### config.mk
export PLATFORM = sky130hd
export DESIGN_NAME = batch_norm_inference_top
export DESIGN_NICKNAME = d
export VERILOG_FILES = /design/src/sv/bn_inf_pkg.sv /design/src/sv/batch_norm_inference_top.sv /design/src/sv/bn_inf_ctrl.sv /design/src/sv/bn_inf_dp.sv
export SDC_FILE = /design/constraint.sdc
export NUM_CORES = 2
export LEC_CHECK = 0
export BUFFER_PORTS_ARGS = -buffer_cell sky130_fd_sc_hd__buf_4
export CAP_MARGIN = 20
export CORE_UTILIZATION = 45
export DETAILED_ROUTE_END_ITERATION = 8
export PLACE_DENSITY = 0.7
export SKIP_CTS_REPAIR_TIMING = 1
export SYNTH_ARGS = -nofsm -noshare
export SYNTH_HDL_FRONTEND = slang
export SYNTH_SLANG_ARGS = --single-unit
### constraint.sdc
create_clock -name clk -period 4.1 [get_ports clk]
set_input_delay 0.41 -clock clk [delete_from_list [all_inputs] [get_ports clk]]
set_output_delay 0.41 -clock clk [all_outputs]
set_load 0.05 [all_outputs]
### src/sv/bn_inf_pkg.sv
`default_nettype none
package bn_inf_pkg;

  localparam int DATA_W       = 16;
  localparam int FRAC_BITS    = 8;
  localparam int MAX_CHANNELS = 64;
  localparam int CH_W         = $clog2(MAX_CHANNELS);
  localparam int NCH_W        = 7;
  localparam int APPLY_W      = 13;
  localparam int REP_W        = 12;
  localparam int MAX_APPLY    = 4096;

  // Square root of variance * 2^FRAC_BITS, two radicand bits per step.
  localparam int RAD_W      = DATA_W + FRAC_BITS;
  localparam int ROOT_W     = RAD_W / 2;
  localparam int ROOT_REM_W = ROOT_W + 2;
  localparam int ROOT_STEPS = ROOT_W;

  // Restoring division of |diff| * 2^FRAC_BITS by root + epsilon.
  localparam int DIFF_W     = DATA_W + 1;
  localparam int DVSR_W     = DATA_W + 1;
  localparam int DVD_W      = DIFF_W + FRAC_BITS;
  localparam int DIV_STEPS  = DVD_W;
  localparam int STEP_W     = $clog2(DIV_STEPS);

  localparam int CFG_IDX_W  = 2;
  localparam int CFG_DATA_W = 16;

  localparam logic signed [DATA_W-1:0] SAT_HI = {1'b0, {(DATA_W-1){1'b1}}};
  localparam logic signed [DATA_W-1:0] SAT_LO = {1'b1, {(DATA_W-1){1'b0}}};

  typedef enum logic {
    OP_LOAD = 1'b0,
    OP_DATA = 1'b1
  } op_t;

  typedef enum logic [CFG_IDX_W-1:0] {
    CFG_APPLY_COUNT  = 2'd0,
    CFG_NUM_CHANNELS = 2'd1,
    CFG_EPSILON      = 2'd2
  } cfg_idx_t;

  typedef enum logic [2:0] {
    ST_IDLE,
    ST_READ,
    ST_SETUP,
    ST_ROOT,
    ST_DIVSET,
    ST_DIV,
    ST_FINISH
  } state_t;

  typedef struct packed {
    logic accept;
    logic read;
    logic root_init;
    logic root_step;
    logic div_init;
    logic div_step;
    logic out_load;
  } cmd_t;

  typedef struct packed {
    logic in_range;
    logic step_last;
    logic out_free;
  } status_t;

endpackage
`default_nettype wire

### src/sv/batch_norm_inference_top.sv
// Batch normalization for inference on a stream of signed Q8.8 words. Load words
// (op 0) write one channel's mean and variance. A data word in range of the
// vector passes, from acceptance until its result sits in the output register,
// through one table read, twelve square-root steps and twenty-five
// restoring-division steps, one bit each, plus setup states. The input is
// stalled meanwhile; the next word is accepted in the cycle after the result
// register loads, even while that result still waits to be taken. Samples
// beyond the vector produce no result. Configuration writes are always ready
// and must be made only while the block is idle.
// Reading a table entry that was never loaded gives an undefined result.
`default_nettype none
module batch_norm_inference_top (
  input  wire logic                                     clk,
  input  wire logic                                     rst_n,
  input  wire logic                                     in_valid,
  output logic                                          in_stall,
  input  wire logic                                     in_op,
  input  wire logic        [bn_inf_pkg::CH_W-1:0]       in_entry_index,
  input  wire logic signed [bn_inf_pkg::DATA_W-1:0]     in_mean_value,
  input  wire logic        [bn_inf_pkg::DATA_W-1:0]     in_variance_value,
  input  wire logic signed [bn_inf_pkg::DATA_W-1:0]     in_sample,
  input  wire logic                                     in_last,
  output logic                                          out_valid,
  input  wire logic                                     out_stall,
  output logic signed      [bn_inf_pkg::DATA_W-1:0]     out_norm_value,
  output logic             [bn_inf_pkg::CH_W-1:0]       out_channel,
  output logic                                          out_end_of_vector,
  output logic                                          out_zero_divisor,
  input  wire logic                                     cfg_valid,
  output logic                                          cfg_ready,
  input  wire logic        [bn_inf_pkg::CFG_IDX_W-1:0]  cfg_index,
  input  wire logic        [bn_inf_pkg::CFG_DATA_W-1:0] cfg_data
);

  bn_inf_pkg::cmd_t    cmd;
  bn_inf_pkg::status_t status;
  logic                cfg_we;

  assign cfg_ready = 1'b1;
  assign cfg_we    = cfg_valid && cfg_ready;

  bn_inf_ctrl u_ctrl (
    .clk      (clk),
    .rst_n    (rst_n),
    .in_valid (in_valid),
    .in_op    (in_op),
    .status   (status),
    .in_stall (in_stall),
    .cmd      (cmd)
  );

  bn_inf_dp u_dp (
    .clk               (clk),
    .rst_n             (rst_n),
    .cmd               (cmd),
    .status            (status),
    .in_op             (in_op),
    .in_entry_index    (in_entry_index),
    .in_mean_value     (in_mean_value),
    .in_variance_value (in_variance_value),
    .in_sample         (in_sample),
    .in_last           (in_last),
    .cfg_we            (cfg_we),
    .cfg_index         (cfg_index),
    .cfg_data          (cfg_data),
    .out_stall         (out_stall),
    .out_valid         (out_valid),
    .out_norm_value    (out_norm_value),
    .out_channel       (out_channel),
    .out_end_of_vector (out_end_of_vector),
    .out_zero_divisor  (out_zero_divisor)
  );

endmodule
`default_nettype wire

### src/sv/bn_inf_ctrl.sv
`default_nettype none
module bn_inf_ctrl (
  input  wire logic                clk,
  input  wire logic                rst_n,
  input  wire logic                in_valid,
  input  wire logic                in_op,
  input  wire bn_inf_pkg::status_t status,
  output logic                     in_stall,
  output bn_inf_pkg::cmd_t         cmd
);

  bn_inf_pkg::state_t state_r, state_nxt;
  logic accept;

  assign accept = in_valid && (state_r == bn_inf_pkg::ST_IDLE);

  always_ff @(posedge clk) begin
    if (!rst_n) begin
      state_r <= bn_inf_pkg::ST_IDLE;
    end else begin
      state_r <= state_nxt;
    end
  end

  always_comb begin
    state_nxt = state_r;
    unique case (state_r)
      bn_inf_pkg::ST_IDLE: begin
        if (accept && (in_op == bn_inf_pkg::OP_DATA) && status.in_range) begin
          state_nxt = bn_inf_pkg::ST_READ;
        end
      end
      bn_inf_pkg::ST_READ:   state_nxt = bn_inf_pkg::ST_SETUP;
      bn_inf_pkg::ST_SETUP:  state_nxt = bn_inf_pkg::ST_ROOT;
      bn_inf_pkg::ST_ROOT: begin
        if (status.step_last) begin
          state_nxt = bn_inf_pkg::ST_DIVSET;
        end
      end
      bn_inf_pkg::ST_DIVSET: state_nxt = bn_inf_pkg::ST_DIV;
      bn_inf_pkg::ST_DIV: begin
        if (status.step_last) begin
          state_nxt = bn_inf_pkg::ST_FINISH;
        end
      end
      bn_inf_pkg::ST_FINISH: begin
        if (status.out_free) begin
          state_nxt = bn_inf_pkg::ST_IDLE;
        end
      end
      default: state_nxt = bn_inf_pkg::ST_IDLE;
    endcase
  end

  always_comb begin
    cmd        = '0;
    cmd.accept = accept;
    in_stall   = (state_r != bn_inf_pkg::ST_IDLE);
    unique case (state_r)
      bn_inf_pkg::ST_READ:   cmd.read      = 1'b1;
      bn_inf_pkg::ST_SETUP:  cmd.root_init = 1'b1;
      bn_inf_pkg::ST_ROOT:   cmd.root_step = 1'b1;
      bn_inf_pkg::ST_DIVSET: cmd.div_init  = 1'b1;
      bn_inf_pkg::ST_DIV:    cmd.div_step  = 1'b1;
      bn_inf_pkg::ST_FINISH: cmd.out_load  = status.out_free;
      default: ;
    endcase
  end

endmodule
`default_nettype wire

### src/sv/bn_inf_dp.sv
`default_nettype none
module bn_inf_dp (
  input  wire logic                                     clk,
  input  wire logic                                     rst_n,
  input  wire bn_inf_pkg::cmd_t                         cmd,
  output bn_inf_pkg::status_t                           status,
  input  wire logic                                     in_op,
  input  wire logic        [bn_inf_pkg::CH_W-1:0]       in_entry_index,
  input  wire logic signed [bn_inf_pkg::DATA_W-1:0]     in_mean_value,
  input  wire logic        [bn_inf_pkg::DATA_W-1:0]     in_variance_value,
  input  wire logic signed [bn_inf_pkg::DATA_W-1:0]     in_sample,
  input  wire logic                                     in_last,
  input  wire logic                                     cfg_we,
  input  wire logic        [bn_inf_pkg::CFG_IDX_W-1:0]  cfg_index,
  input  wire logic        [bn_inf_pkg::CFG_DATA_W-1:0] cfg_data,
  input  wire logic                                     out_stall,
  output logic                                          out_valid,
  output logic signed      [bn_inf_pkg::DATA_W-1:0]     out_norm_value,
  output logic             [bn_inf_pkg::CH_W-1:0]       out_channel,
  output logic                                          out_end_of_vector,
  output logic                                          out_zero_divisor
);

  localparam int DW  = bn_inf_pkg::DATA_W;
  localparam int CW  = bn_inf_pkg::CH_W;
  localparam int AW  = bn_inf_pkg::APPLY_W;
  localparam int NW  = bn_inf_pkg::NCH_W;
  localparam int RW  = bn_inf_pkg::REP_W;
  localparam int QW  = bn_inf_pkg::ROOT_W;
  localparam int MW  = bn_inf_pkg::ROOT_REM_W;
  localparam int XW  = bn_inf_pkg::RAD_W;
  localparam int FW  = bn_inf_pkg::DIFF_W;
  localparam int VW  = bn_inf_pkg::DVSR_W;
  localparam int DVW = bn_inf_pkg::DVD_W;
  localparam int SW  = bn_inf_pkg::STEP_W;
  localparam int FB  = bn_inf_pkg::FRAC_BITS;

  localparam logic [AW-1:0] APPLY_MAX = AW'(bn_inf_pkg::MAX_APPLY);
  localparam logic [NW-1:0] CHAN_MAX  = NW'(bn_inf_pkg::MAX_CHANNELS);

  // Configuration registers.
  logic [AW-1:0] apply_r;
  logic [NW-1:0] nch_r;
  logic [DW-1:0] eps_r;

  always_ff @(posedge clk) begin
    if (!rst_n) begin
      apply_r <= AW'(1);
      nch_r   <= NW'(1);
      eps_r   <= DW'(1);
    end else if (cfg_we) begin
      unique case (cfg_index)
        bn_inf_pkg::CFG_APPLY_COUNT:  apply_r <= cfg_data[AW-1:0];
        bn_inf_pkg::CFG_NUM_CHANNELS: nch_r   <= cfg_data[NW-1:0];
        bn_inf_pkg::CFG_EPSILON:      eps_r   <= cfg_data[DW-1:0];
        default: ;
      endcase
    end
  end

  // Position within the vector.
  logic [RW-1:0] rep_r, rep_nxt;
  logic [NW-1:0] chc_r, chc_nxt;
  logic [AW-1:0] eff_apply;
  logic [NW-1:0] eff_ch;
  logic          in_range, rep_wrap, data_acc;

  always_comb begin
    if (apply_r == '0) begin
      eff_apply = AW'(1);
    end else if (apply_r > APPLY_MAX) begin
      eff_apply = APPLY_MAX;
    end else begin
      eff_apply = apply_r;
    end
    if (nch_r == '0) begin
      eff_ch = NW'(1);
    end else if (nch_r > CHAN_MAX) begin
      eff_ch = CHAN_MAX;
    end else begin
      eff_ch = nch_r;
    end
  end

  assign in_range = (chc_r < eff_ch);
  assign rep_wrap = (({1'b0, rep_r} + AW'(1)) >= eff_apply);
  assign data_acc = cmd.accept && (in_op == bn_inf_pkg::OP_DATA);

  always_comb begin
    rep_nxt = rep_r;
    chc_nxt = chc_r;
    if (data_acc) begin
      if (in_last) begin
        rep_nxt = '0;
        chc_nxt = '0;
      end else if (in_range) begin
        if (rep_wrap) begin
          rep_nxt = '0;
          chc_nxt = chc_r + NW'(1);
        end else begin
          rep_nxt = rep_r + RW'(1);
        end
      end
    end
  end

  always_ff @(posedge clk) begin
    if (!rst_n) begin
      rep_r <= '0;
      chc_r <= '0;
    end else begin
      rep_r <= rep_nxt;
      chc_r <= chc_nxt;
    end
  end

  // Per-channel tables.
  logic signed [DW-1:0] mean_mem [bn_inf_pkg::MAX_CHANNELS];
  logic        [DW-1:0] var_mem  [bn_inf_pkg::MAX_CHANNELS];
  logic signed [DW-1:0] mean_rd_r;
  logic        [DW-1:0] var_rd_r;

  logic signed [DW-1:0] sample_r;
  logic [CW-1:0]        ch_r;
  logic                 last_r;

  always_ff @(posedge clk) begin
    if (cmd.accept && (in_op == bn_inf_pkg::OP_LOAD)) begin
      mean_mem[in_entry_index] <= in_mean_value;
      var_mem[in_entry_index]  <= in_variance_value;
    end
    if (cmd.read) begin
      mean_rd_r <= mean_mem[ch_r];
      var_rd_r  <= var_mem[ch_r];
    end
    if (data_acc) begin
      sample_r <= in_sample;
      ch_r     <= chc_r[CW-1:0];
      last_r   <= in_last;
    end
  end

  // Iterative square root and restoring divider share one step counter.
  logic [XW-1:0]        rad_r;
  logic [MW-1:0]        rrem_r;
  logic [QW-1:0]        root_r;
  logic signed [FW-1:0] diff_r;
  logic [VW-1:0]        dvsr_r;
  logic [DVW-1:0]       dvd_r;
  logic [VW-1:0]        drem_r;
  logic [SW-1:0]        step_r;

  logic [MW+1:0] r_shift, r_trial;
  logic          r_ge;
  logic [VW:0]   d_shift;
  logic          d_ge;
  logic [FW-1:0] mag;

  assign r_shift = {rrem_r, rad_r[XW-1 -: 2]};
  assign r_trial = (MW+2)'({root_r, 2'b01});
  assign r_ge    = (r_shift >= r_trial);
  assign d_shift = {drem_r, dvd_r[DVW-1]};
  assign d_ge    = (d_shift >= {1'b0, dvsr_r});
  assign mag     = diff_r[FW-1] ? FW'(-diff_r) : FW'(diff_r);

  always_ff @(posedge clk) begin
    if (cmd.root_init) begin
      rad_r  <= {var_rd_r, {FB{1'b0}}};
      rrem_r <= '0;
      root_r <= '0;
      step_r <= SW'(bn_inf_pkg::ROOT_STEPS - 1);
      diff_r <= FW'(sample_r) - FW'(mean_rd_r);
    end
    if (cmd.root_step) begin
      rad_r  <= {rad_r[XW-3:0], 2'b00};
      step_r <= step_r - SW'(1);
      if (r_ge) begin
        rrem_r <= MW'(r_shift - r_trial);
        root_r <= {root_r[QW-2:0], 1'b1};
      end else begin
        rrem_r <= r_shift[MW-1:0];
        root_r <= {root_r[QW-2:0], 1'b0};
      end
    end
    if (cmd.div_init) begin
      dvsr_r <= VW'(root_r) + VW'(eps_r);
      dvd_r  <= {mag, {FB{1'b0}}};
      drem_r <= '0;
      step_r <= SW'(bn_inf_pkg::DIV_STEPS - 1);
    end
    // The quotient bits shift into the dividend register from the bottom.
    if (cmd.div_step) begin
      step_r <= step_r - SW'(1);
      dvd_r  <= {dvd_r[DVW-2:0], d_ge};
      if (d_ge) begin
        drem_r <= VW'(d_shift - {1'b0, dvsr_r});
      end else begin
        drem_r <= d_shift[VW-1:0];
      end
    end
  end

  // Saturation and sign.
  logic signed [DW-1:0] norm;
  logic                 zdiv;

  always_comb begin
    zdiv = (dvsr_r == '0);
    if (zdiv) begin
      if (diff_r == '0) begin
        norm = '0;
      end else if (diff_r[FW-1]) begin
        norm = bn_inf_pkg::SAT_LO;
      end else begin
        norm = bn_inf_pkg::SAT_HI;
      end
    end else if (diff_r[FW-1]) begin
      if (dvd_r > DVW'({1'b1, {(DW-1){1'b0}}})) begin
        norm = bn_inf_pkg::SAT_LO;
      end else begin
        norm = DW'(-dvd_r[DW-1:0]);
      end
    end else if (dvd_r > DVW'(bn_inf_pkg::SAT_HI)) begin
      norm = bn_inf_pkg::SAT_HI;
    end else begin
      norm = dvd_r[DW-1:0];
    end
  end

  // Result register; it frees the input side while a word waits here.
  logic out_valid_r;

  always_ff @(posedge clk) begin
    if (!rst_n) begin
      out_valid_r <= 1'b0;
    end else if (cmd.out_load) begin
      out_valid_r <= 1'b1;
    end else if (!out_stall) begin
      out_valid_r <= 1'b0;
    end
  end

  always_ff @(posedge clk) begin
    if (cmd.out_load) begin
      out_norm_value    <= norm;
      out_channel       <= ch_r;
      out_end_of_vector <= last_r;
      out_zero_divisor  <= zdiv;
    end
  end

  assign out_valid        = out_valid_r;
  assign status.in_range  = in_range;
  assign status.step_last = (step_r == '0);
  assign status.out_free  = !out_valid_r || !out_stall;

endmodule
`default_nettype wire

======== Yosys cells after proc, flatten, opt, wreduce, memory -nomap -nowiden ========
Memories as Yosys holds them, arrays and structs flattened. A register that Yosys moved wholly into a read port is not among the register bits.
Index checks and enable logic that the tools add are counted.
storage, ports and cells
  register bits after elaboration ......... 229
  memory bits (writable) .................. 2048
  logic and storage cells ................. 132
  memories ................................ 2
memory list
  name           words  bits a word  rd ports  clocked after memory_dff  wr ports  line              source
  u_dp.mean_mem  64     16           1         1                         1         bn_inf_dp.sv:118  logic signed [DW-1:0] mean_mem [bn_inf_pkg::MAX_CHANNELS];
  u_dp.var_mem   64     16           1         1                         1         bn_inf_dp.sv:119  logic [DW-1:0] var_mem [bn_inf_pkg::MAX_CHANNELS];
cells by class
  $add $sub $neg .......................... 10
  $lt $le $gt $ge ......................... 8
  equal/unequal tests ..................... 13
  multiplexer cells ....................... 49
  bitwise logic cells ..................... 1
  reductions and logical operators ........ 26
operator list
  operator               number
  $mux 16                6
  $mux 17                4
  $mux 12                5
  $mux 25                2
  $mux 24                2
  $mux 14                3
  $mux 7                 5
  $logic_not 17->1       2
  $mux 13                2
  $gt 25x15->1 const B   1
  $gt 25x16->1 const B   1
  $pmux 3 s7             1
  $mux 5                 4
  $ge 18x17->1           1
  $add 12x16->17         1
  $neg 17->17            1
  $sub 16x16->17         1
  $sub 17x17->17         1
  $ge 16x14->1           1
  $neg 16->16            1
  $sub 14x14->14         1
  $add 12x1->13 const B  1
  $ge 13x13->1           1
  $gt 13x13->1 const B   1
  29 further kinds       58

======== Depth between registers and ports, before layout ========
  depth in word-level cells ............... 7
  depth in mapped cells ................... 14

======== Cells and area by module ========
From an unflattened synthesis, not the netlist that was laid out.
unflattened totals
  cells, all modules ...................... 4321
  area, all modules ....................... 92060.8 µm²
modules (own cells, without submodules)
  module                    times used  cells an instance  area each (µm²)  seq. area each (µm²)
  bn_inf_dp                 1           4289               91808.1          68685.9
  bn_inf_ctrl               1           30                 241.5            60.1
  batch_norm_inference_top  1           2                  11.3             0.0

======== Least setup slack after synthesis ========
Ideal clock, no wire load.
  path type ............................... register -> register
  from .................................... register u_ctrl.state_r[2]
  to ...................................... memory u_dp.mean_mem[46][0] (netlist bit) (enable)
  library setup time ...................... 421 ps
  arrival time ............................ 3123 ps
  data required time ...................... 3679 ps
  path slack .............................. 556 ps
  cell stages (with the launch flop) ...... 7
  clock period less this slack ............ 3544 ps
  cell sequence ........................... dfxtp_1 > clkbuf_1 > nor3_1 > inv_1 > nor4b_1 > nand3_1 > nor2_1
between the ends
  cells in the longest elaborated chain, start to end .. 5
ends and longest elaborated chain
  item                          line               source
  from (decl)                   bn_inf_ctrl.sv:12  bn_inf_pkg::state_t state_r, state_nxt;
  from (signal assigned)        bn_inf_ctrl.sv:19  state_r <= bn_inf_pkg::ST_IDLE;
  from (signal assigned)        bn_inf_ctrl.sv:21  state_r <= state_nxt;
  $logic_not 3->1               bn_inf_ctrl.sv:15  assign accept = in_valid && (state_r == bn_inf_pkg::ST_IDLE);
  $logic_and 1x1->1             bn_inf_ctrl.sv:15
  $logic_and 1x1->1             bn_inf_dp.sv:128   if (cmd.accept && (in_op == bn_inf_pkg::OP_LOAD)) begin
  $mux 1                        bn_inf_dp.sv:128
  $mux 1 (implied by the code)  bn_inf_dp.sv:129   mean_mem[in_entry_index] <= in_mean_value;
  to (decl)                     bn_inf_dp.sv:118
No other way between the ends.

======== Final worst setup path ========
  from .................................... register u_dp.rep_r[0]
  to ...................................... register u_dp.rep_r[10]
between the ends
  cells in the longest elaborated chain, start to end .. 5
  elaborated cells on any way between the ends .. 6
ends and longest elaborated chain
  item                    line              source
  from (decl)             bn_inf_dp.sv:62   logic [RW-1:0] rep_r, rep_nxt;
  from (signal assigned)  bn_inf_dp.sv:112  rep_r <= rep_nxt;
  $add 12x1->13           bn_inf_dp.sv:86   assign rep_wrap = (({1'b0, rep_r} + AW'(1)) >= eff_apply);
  $ge 13x13->1            bn_inf_dp.sv:86
  $mux 12 *               bn_inf_dp.sv:97   if (rep_wrap) begin
  $mux 12 *               bn_inf_dp.sv:96   end else if (in_range) begin
  $mux 12 *               bn_inf_dp.sv:93   if (in_last) begin
Every way passes the cells marked *; elsewhere a longest branch is shown, timed or not. The select of a mux whose other input is x is not followed.
A chain may end at the register's enable or synchronous reset.

==> metrics.md <==
| Metric | Value |
|---|---|
| Routed wire length | `219000 um` |
| Post-synthesis cell area | `92100 um2` |
| CTS root buffer | `clkbuf_16` |
| Required @ worst endpoint | `4.85 ns` |
| Reg2Reg Launch Point | `u_dp.rep_r[0]$_SDFFE_PN0P_` |
| Antenna violations before repair | `12` |
| Gpl congestion | `0.802` |
| # IOs | `106` |
| #FFs+latches synth | `2309` |
| Clock Sinks | `2309` |
| Worst r2r path cells | `15` |
| Final period utilization | `0.889` |
| Final antenna-violating net count | `0` |
| Post-synth EDFFs | `2250` |
| Top cells by area, synth | `edfxtp_1 73%, mux4_2 16%, dfxtp_1 1.3%` |
| Worst Path Arrival | `4.39 ns` |
| DRC | `0` |
| DRT Pass-1 Iters | `7` |
| Synthesis-to-layout area growth | `14.1%` |
| Reg2reg end | `u_dp.rep_r[10]$_SDFFE_PN0P_` |
| Setup tns final | `0 ns` |
| Hold Fails Final Rpt | `0` |
| Final Max Slew Viols | `0` |
| Run status | `complete, no violations` |
| Maximum Capacitance Violations | `0` |
| Largest net degree at the start of global routing | `70` |
| Final clock skew | `0.0493 ns` |
| Post-layout util | `0.519` |
| Initial Utilization | `0.454` |
| # placed instances | `7172` |
| Leak pwr | `33.4 nW` |
| Peak Freq | `274 MHz` |
| Cell count after synthesis | `4437` |
| Peak VDD IR | `499 uV` |
| Post-DP Area | `98000 um2` |
| Hold path endpoint | `u_dp.nch_r[0]$_SDFFE_PN1P_` |
| Worst R2R Setup Slack | `0.45 ns` |
| Die height | `454 um` |
| Distinct cells, synth | `70` |
| Vias | `45400` |
| # nets final | `4918` |
| Number of I/O port buffers | `104` |
| Vias in the first global route | `45500` |
| Final hold slack | `0.00878 ns` |
| Crit Path Max Fanout | `8` |
| GRT Util Overall | `0.212` |
| Worst setup EP type | `flop` |
| Mapped Nets | `4604` |
| # setup viols final | `0` |
| WL/cell | `28.8 um` |
| Area leader, netlist | `edfxtp_1` |
| Design Area, Final | `105000 um2` |
| Clk_lat worst skew | `0.84 ns` |
| Layout cells sized above 1 | `0.264` |
| Drt via density | `5.97` |
| Global-route wire length before repair | `315000 um` |
| Overall Power | `48.2 mW` |
| Part of the Yosys area used for sequential elements | `0.746` |
| Post-DP HPWL | `124000 um` |
| Placement row count | `165` |
| Least-Margin Pin Slew | `1.08 ns` |
| CP startpoint kind | `flop` |
| DP Worst Slack | `0.432 ns` |
| Die area | `206000 um2` |
| Die width | `454 um` |
| Hold wc startpoint | `rst_n` |
| Worst setup path class | `flop to flop` |
| Hold depth | `2` |
| Number of fill cells | `15500` |
| Slew HR | `0.283` |
| Asr flop ratio synth | `0` |
| Total CTS buffers | `214` |
| Post-synth top area share | `0.734` |
| Total gr overflow | `0` |
| Top FF cell, synth | `edfxtp_1` |
| Area of the core | `203000 um2` |
| Iteration-0 DRC count of the detailed router | `5498` |
| Clock transition at path regs | `0.06 ns` |
| Max H-tree Level | `4` |
| Final non-filler cell total | `7599` |
| Minimum clock period | `3.65 ns` |
| HP Class | `input port to flop` |
| Power density over the cells | `459 nW/um2` |
| CTS tree | `yes` |
| Ys Warns | `0` |
| Mean post-synth cell area | `20.8 um2` |
| Unrepaired setup endpoints after global routing | `no` |
| CTS Buffer Depth | `3` |
| Final WS setup | `0.454 ns` |
==> registers in the layout (all words and copies together) (netlist names), 17 cells and up <==
register / flops
u_dp.dvd_r: 25
u_dp.dvsr_r: 17
u_dp.var_mem: 1024
u_dp.mean_mem: 1024
u_dp.drem_r: 17
u_dp.diff_r: 17
==> cell type report <==
class                      instances  area [um2]  area share
tap                             2672        3340      0.0318
multi-input combinational       1829       22600       0.215
sequential                      2309       68700       0.654
antenna                            5        12.5    0.000119
clock buffer                     266        5650      0.0537
timing repair buffer             308        3310      0.0315
clock inverter                   121        1150      0.0110
inverter                          89         334     0.00318
==> cells by family after synthesis <==
kind of cell	share of synthesized area
buf+inv	0.0137
mux	0.164
flops	0.746
simple gates	0.0310
fa+ha+maj	0.0122
other cells	0.0000407
xor+xnor	0.00818
compound gates	0.0244
==> worst max-delay path, stage by stage (launching register included) <==
cell,delay [ns]
dfxtp_1,0.42
ha_1,0.24
nand3_1,0.16
nor2_1,0.23
and3_1,0.24
and3_1,0.22
xor2_1,0.18
ha_1,0.26
a21o_1,0.16
a21oi_1,0.16
o22ai_1,0.09
a2111oi_0,0.39
buf_4,0.21
o21ai_0,0.25
clkbuf_2,0.26
a21oi_1,0.12
==> layout by cell type (no fill, tap or decap), types with 10 or more instances in the layout <==
master            n
xor2_1           45
a21boi_0         33
clkbuf_1         47
mux2i_1          42
dfxtp_1          59
clkbuf_16       218
nand4_1          16
nor2b_1          38
nand2b_1         20
o211ai_1         13
xnor2_1          41
nor4_1           12
clkinv_1         50
a211oi_1         34
and3_1           16
nor2_4           64
nand2_1         226
ha_1             85
a21oi_1         101
edfxtp_1       2250
clkinv_2         35
mux4_2          652
nor3_1           28
a21o_1           14
o21ai_0          68
nand3_1          33
bufinv_16        17
buf_4           201
o21a_1           11
nor2_1          102
dlygate4sd3_1    33
o31ai_1          10
a31oi_1          10
inv_1            86
buf_12           72
==> worst max path at each step <==
| stage | startpoint | slack (ns) | cells past startpoint | end |
|---|---|---|---|---|
| after global placement | u_dp.rep_r[0]$_SDFFE_PN0P_ | 0.40 | 14 | u_dp.rep_r[10]$_SDFFE_PN0P_ |
| after floorplan | u_ctrl.state_r[2]$_SDFFE_PN0P_ | 0.56 | 6 | u_dp.mean_mem[46][0]$_DFFE_PP_ |
| after global routing | u_dp.rep_r[0]$_SDFFE_PN0P_ | 0.08 | 15 | u_dp.rep_r[10]$_SDFFE_PN0P_ |
| final | u_dp.rep_r[0]$_SDFFE_PN0P_ | 0.45 | 15 | u_dp.rep_r[10]$_SDFFE_PN0P_ |
| after CTS | u_dp.rep_r[0]$_SDFFE_PN0P_ | 0.37 | 14 | u_dp.rep_r[10]$_SDFFE_PN0P_ |
| after detailed placement | u_dp.rep_r[0]$_SDFFE_PN0P_ | 0.43 | 14 | u_dp.rep_r[10]$_SDFFE_PN0P_ |
==> synth_stat cells, drive strengths merged (5+ instances only) <==
cell and n:
a21o 14, o21ai 73, nand3b 6, xor2 45
mux2i 42, nor2b 38, o21a 11, a21boi 33
a211oi 35, nor3b 5, nor2 166, clkbuf 108
a21oi 101, edfxtp 2250, buf 102, or4 6
mux4 652, a31oi 11, and3 17, dfxtp 59
and3b 5, or3 9, ha 85, and2 8
nand2 226, nor3 29, xnor2 41, inv 88
o311ai 7, o211ai 13, nor4 12, nand2b 20
o31ai 10, nand4 16, nand3 34, o21bai 6
==> per-layer routing <==
layer,global-route usage,vias up,routed length [um]
met5,0,-,26
met4,0.0570,4,5350
met3,0.0536,329,21300
met2,0.345,2094,108000
met1,0.286,24000,84400
li1,-,19000,-
==> where the power goes <==
part,switching (mW),internal [mW]
Combinational,1.52,1.13
Clock,8.59,10.8
Sequential,0.0867,26.1
Total,10.2,38.0
Note: power is estimated with default switching activity, not from simulation.
